### src/hdl/bqb_pkg.sv
// Shared types, constants and helpers for the Bayer 2x2 binning core.
// No dependencies; imported by every module of the block.
package bqb_pkg;

    localparam int DEF_MAX_LINE_WIDTH = 4096;

    // configuration register indexes
    localparam logic [1:0] CFG_PATTERN = 2'd0;
    localparam logic [1:0] CFG_DEPTH   = 2'd1;
    localparam logic [1:0] CFG_WIDTH   = 2'd2;

    localparam int CFG_IDX_W  = 2;
    localparam int CFG_DATA_W = 13;

    localparam logic [CFG_DATA_W-1:0] LINE_WIDTH_RST = 13'd4096;

    // mosaic arrangements
    localparam logic [1:0] PAT_RGGB = 2'd0;
    localparam logic [1:0] PAT_BGGR = 2'd1;
    localparam logic [1:0] PAT_GRBG = 2'd2;
    localparam logic [1:0] PAT_GBRG = 2'd3;

    localparam logic [7:0]  CLIP_8    = 8'd255;
    localparam logic [15:0] CLIP_16   = 16'd65528;
    localparam int          HI_SHIFT  = 8;

    // line store entry: bit 8 clip, bits 7:0 reduced sample
    typedef struct packed {
        logic       clip;
        logic [7:0] val;
    } t_entry;

    // per-sample control handed from the scheduler to the combine stage
    typedef struct packed {
        logic blk;   // lower row, inside a complete block
        logic odd;   // right column of the block
        logic eor;   // last block of the binned row
    } t_ctl;

    typedef struct packed {
        logic [7:0] red;
        logic [7:0] green;
        logic [7:0] blue;
        logic       clipped;
    } t_pix;

    function automatic logic [7:0] mean2(input logic [7:0] x, input logic [7:0] y);
        logic [8:0] s;
        s = {1'b0, x} + {1'b0, y} + 9'd1;
        return s[8:1];
    endfunction

    // a upper-left, b upper-right, c lower-left, d lower-right
    function automatic t_pix combine(input logic [1:0] pat, input t_entry a,
                                     input t_entry b, input t_entry c,
                                     input t_entry d);
        t_pix p;
        p.clipped = a.clip | b.clip | c.clip | d.clip;
        unique case (pat)
            PAT_BGGR: begin
                p.red = d.val; p.blue = a.val; p.green = mean2(b.val, c.val);
            end
            PAT_GRBG: begin
                p.red = b.val; p.blue = c.val; p.green = mean2(a.val, d.val);
            end
            PAT_GBRG: begin
                p.red = c.val; p.blue = b.val; p.green = mean2(a.val, d.val);
            end
            default: begin
                p.red = a.val; p.blue = d.val; p.green = mean2(b.val, c.val);
            end
        endcase
        return p;
    endfunction

endpackage

### src/hdl/bqb_sched.sv
// Column/row tracking and sample reduction; issues line store accesses.
// Depends on bqb_pkg.
module bqb_sched #(
    parameter int MAX_LINE_WIDTH = bqb_pkg::DEF_MAX_LINE_WIDTH
) (
    input  logic                              i_clk,
    input  logic                              i_rst_n,
    input  logic                              i_accept,
    input  logic [15:0]                       i_raw_sample,
    input  logic                              i_start_of_frame,
    input  logic                              i_depth,
    input  logic [bqb_pkg::CFG_DATA_W-1:0]    i_line_width,
    output logic [$clog2(MAX_LINE_WIDTH)-1:0] o_addr,
    output logic                              o_we,
    output logic                              o_re,
    output bqb_pkg::t_entry                   o_entry,
    output bqb_pkg::t_ctl                     o_ctl
);
    import bqb_pkg::*;

    localparam int CNT_W = $clog2(MAX_LINE_WIDTH);
    localparam int WID_W = $clog2(MAX_LINE_WIDTH + 1);
    localparam int LW_W  = (WID_W > CFG_DATA_W) ? WID_W : CFG_DATA_W;
    localparam logic [LW_W-1:0] W_MAX = LW_W'(MAX_LINE_WIDTH);
    localparam logic [LW_W-1:0] W_MIN = LW_W'(2);

    logic [CNT_W-1:0] r_col, n_col;
    logic             r_lower, n_lower;

    logic [LW_W-1:0] lw_ext, w, even_w, col0, col, col_inc;
    logic            lower, last;

    always_comb begin
        lw_ext = LW_W'(i_line_width);
        if (lw_ext < W_MIN) begin
            w = W_MIN;
        end else if (lw_ext > W_MAX) begin
            w = W_MAX;
        end else begin
            w = lw_ext;
        end
        even_w  = {w[LW_W-1:1], 1'b0};
        col0    = i_start_of_frame ? '0 : LW_W'(r_col);
        lower   = i_start_of_frame ? 1'b0 : r_lower;
        // stale column after a width change wraps to zero
        col     = (col0 >= w) ? '0 : col0;
        col_inc = col + LW_W'(1);
        last    = (col_inc >= w);
        n_col   = last ? '0 : col_inc[CNT_W-1:0];
        n_lower = last ? ~lower : lower;
    end

    always_ff @(posedge i_clk) begin
        if (!i_rst_n) begin
            r_col   <= '0;
            r_lower <= 1'b0;
        end else if (i_accept) begin
            r_col   <= n_col;
            r_lower <= n_lower;
        end
    end

    always_comb begin
        if (i_depth) begin
            o_entry.val  = i_raw_sample[HI_SHIFT +: 8];
            o_entry.clip = (i_raw_sample >= CLIP_16);
        end else begin
            o_entry.val  = i_raw_sample[7:0];
            o_entry.clip = (i_raw_sample[7:0] >= CLIP_8);
        end
        o_ctl.blk = lower && (col < even_w);
        o_ctl.odd = col[0];
        o_ctl.eor = (col == even_w - LW_W'(1));
    end

    assign o_addr = col[CNT_W-1:0];
    assign o_we   = i_accept && !lower;
    assign o_re   = i_accept && lower && (col < even_w);

endmodule

### config.mk
export PLATFORM = sky130hd
export DESIGN_NAME = bqb_sched
export DESIGN_NICKNAME = d
export VERILOG_FILES = /design/src/hdl/bqb_pkg.sv /design/src/hdl/bqb_sched.sv
export SDC_FILE = /design/constraint.sdc
export NUM_CORES = 1
export LEC_CHECK = 0
export BUFFER_PORTS_ARGS = -buffer_cell sky130_fd_sc_hd__buf_2
export CAP_MARGIN = 0
export CORE_MARGIN = 2
export CORE_UTILIZATION = 50
export DETAILED_ROUTE_END_ITERATION = 16
export GPL_TIMING_DRIVEN = 0
export HOLD_SLACK_MARGIN = 0.02
export PLACE_DENSITY = 0.82
export RECOVER_POWER = 25
export SLEW_MARGIN = 40
export SYNTH_ARGS = -nofsm -noshare
export SYNTH_HDL_FRONTEND = slang
export SYNTH_SLANG_ARGS = --single-unit
### constraint.sdc
create_clock -name i_clk -period 7.3 [get_ports i_clk]
set_clock_uncertainty 0.05 [all_clocks]
set_input_delay 0.73 -clock i_clk [delete_from_list [all_inputs] [get_ports i_clk]]
set_output_delay 0.73 -clock i_clk [all_outputs]
set_load 0.05 [all_outputs]
==> impl_metrics.yaml <==
synth:
  ys_seq_elements: 13
  synth_edf_count: 0
  yosys_warnings: 0
  async_flop_share_pct: 0
  synth_fp_nets: 389
  ys_top_cells_by_count: "ha_1, nand2_1, nor2b_1"
  postSynthAreaPerCell_sq_um: 7.523
  synth_top_cell_by_area: "ha_1"
  yosysUniqueCellTypes: 56
  yosysTopAreaCellShare_pct: 19.94
  yosys-top-cells-area: "ha_1, dfxtp_1, nor2b_1"
  seq_area_frac_synth_pct: 10.91
  synthesis.area_sq_mm: 0.002385
  synthFlopType: "dfxtp_1"
  synth.most_common_cell: "ha_1"
  synth_cells: 317
placement:
  dp_hpwl_um: 5432
  port_buffers: 58
  postPlaceCellArea_sq_mm: 0.002743
  place_congestion: 0.9720
sta:
  setup_tns_ps: 0
  period_needed_ps: 6841
  setup_violations: 0
  hold_viol: 0
  slew_viol_final: 0
  fin_crit_sh_pct: 93.72
  grt_setup_unrepaired: "false"
  worstMarginPinSlew_ps: 782.8
  max_freq_mhz: 146.2
  relSlewSlack_pct: 47.59
floorplan:
  io_pins: 60
  die_x_um: 73.06
  die_area_sq_mm: 0.005338
  coreArea_sq_mm: 0.004661
  initial_utilization_pct: 51.17
  rows: 25
  dieHeight_um: 73.06
worst_setup_path:
  slowest_stage: "or4_1"
  crit_fanout: 10
  worst_setup_path_start_kind: "input pin"
  cp.arrival_ps: 6930
  required_ps: 7380
  cp_slowest_stage_delay_ps: 510
  worstSetupPathType: "input pin to register"
  endpoint_kind: "register"
clocking:
  clk_pin_slew_ps: 50
  cts_sinks: 13
  cts_tree: "done"
  clock_path_buffers: 2
  post-cts-setup-buffers: 0
  insertion_delay_ps: 240
  cts-htree-levels: 1
  numCtsBuffers: 3
  cts_root_buf: "clkbuf_8"
detailed_routing:
  drc: 0
  drt_iter0_markers: 219
  vias: 2658
  routed_wl_um: 6708
  antenna_left: 0
  wl_per_cell_um: 15.53
  drt_pass1_iterations: 5
  via_per_inst: 6.153
worst_hold_path:
  holdCritPathClass: "register to register"
final_layout:
  synthToLayoutAreaGrowth_pct: 17.00
  drive_gt1_share_pct: 18.78
  multiInputGateArea_sq_mm: 0.002026
  insertedDiodeCount: 0
  seq_area_sq_um: 260.3
  fill_cells: 425
  final_nets: 451
  postLayoutCellArea_sq_mm: 0.002790
grt:
  use_met2_pct: 43.84
  use_met3_pct: 1.657
  busiest_layer: "met2"
  grt_usage_pct: 25.24
  antenna_found_initial: 0
  gr-total-overflow: 0
  grt_max_degree: 11
  grt_use_met1_pct: 33.28
  grt_pass1_vias: 2383
  grt_pass1_wl_um: 10810
run_status:
  status: "finished clean"
power:
  p_leak_nw: 1.319
  power_density_mw_per_mm2: 88.14
  peakVddDrop_mv: 0.1029
run:
  cap_violations: 0
## metrics by stage
| step | util (%) | setup slack (ps) | std cells | power (mW) | hold slack [ps] |
|---|---|---|---|---|---|
| after floorplan | - | 139.7 | 317 | 0.1484 | 437.1 |
| after global placement | 58.85 | -165.0 | 429 | 0.1793 | 462.1 |
| after detailed placement | 58.85 | -253.5 | 429 | 0.1814 | 470.2 |
| after CTS | 60.05 | 112.3 | 433 | 0.2465 | 483.0 |
| after global routing | 59.87 | 87.29 | 432 | 0.2597 | 499.1 |
| final | 59.87 | 458.5 | 432 | 0.2459 | 478.9 |
## per-layer routing
metal	part of all wire, %	vias to the layer above
met3	6.6	10
met5	0	-
met4	0.85	0
met2	48	111
met1	44	1235
li1	-	1302
## cell type report
class	count	share of cell area, %
clock buffers	4	1.614
repair buffers	58	10.00
inverters	13	1.749
flip-flops and latches	13	9.327
multi-input cells	275	72.60
well taps	54	2.422
plain buffers	15	2.287
## cell families (layout without fill, tap and decap cells)
family	after synthesis	count (layout)	share of synthesized area [%]
AND/OR/NAND/NOR	138	138	30.95
XOR/XNOR	15	15	5.509
multiplexers	8	8	3.725
buffers and inverters	29	90	4.827
flip-flops	13	13	10.91
AO/OA/AOI/OAI	76	76	24.13
adder cells (fa/ha/maj)	38	38	19.94
## critical path, delay by kind of cell
| kind | cells | cell delay (ps) |
|---|---|---|
| and+or+nand+nor | 12 | 2200 |
| buffers and inverters | 3 | 640 |
| AOI/OAI and AO/OA | 7 | 2510 |
| adders and majority gates | 3 | 830 |
## state kept, by name, summed over array words and instances, names as in the netlist
register and flops:
r_col 12, r_lower 1
## layout by cell type (no fill, tap or decap), types with 5 or more instances in the layout
cell and n:
xnor2_1 6, dfxtp_1 13, nand4_1 9, nand2_1 32, nor4_1 5, xor2_1 9
a22oi_1 6, ha_1 38, a21oi_1 12, o21ai_0 8, and2_1 7, nand3_1 6
nor2b_1 26, nor3_1 5, inv_1 12, mux2_2 7, nand2b_1 7, o21a_1 5
buf_2 51, clkbuf_1 21, nor2_1 23
## power breakdown
group | internal [mW] | switching [mW]
Sequential | 0.0722 | 0.00128
Combinational | 0.0379 | 0.0699
Clock | 0.0386 | 0.0260
Total | 0.149 | 0.0972
## path summary, 6_finish.rpt
| path | start | end | slack (ps) | depth (start not counted) |
|---|---|---|---|---|
| worst max register to register | r_col[7]$_SDFFE_PN0P_ | r_lower$_SDFFE_PN0P_ | 1780 | 22 |
| worst min register to register | r_lower$_SDFFE_PN0P_ | r_lower$_SDFFE_PN0P_ | 480 | 1 |
| worst max-delay path | i_line_width[5] | r_lower$_SDFFE_PN0P_ | 460 | 25 |
| worst min-delay path | r_lower$_SDFFE_PN0P_ | r_lower$_SDFFE_PN0P_ | 480 | 1 |
## what timing repair did
item / CTS / global route
hold buffers: 0 / 0
gates resized for setup: 1 / 3
setup endpoints to repair: 2 / 7
Note: power is estimated with default switching activity, not from simulation.
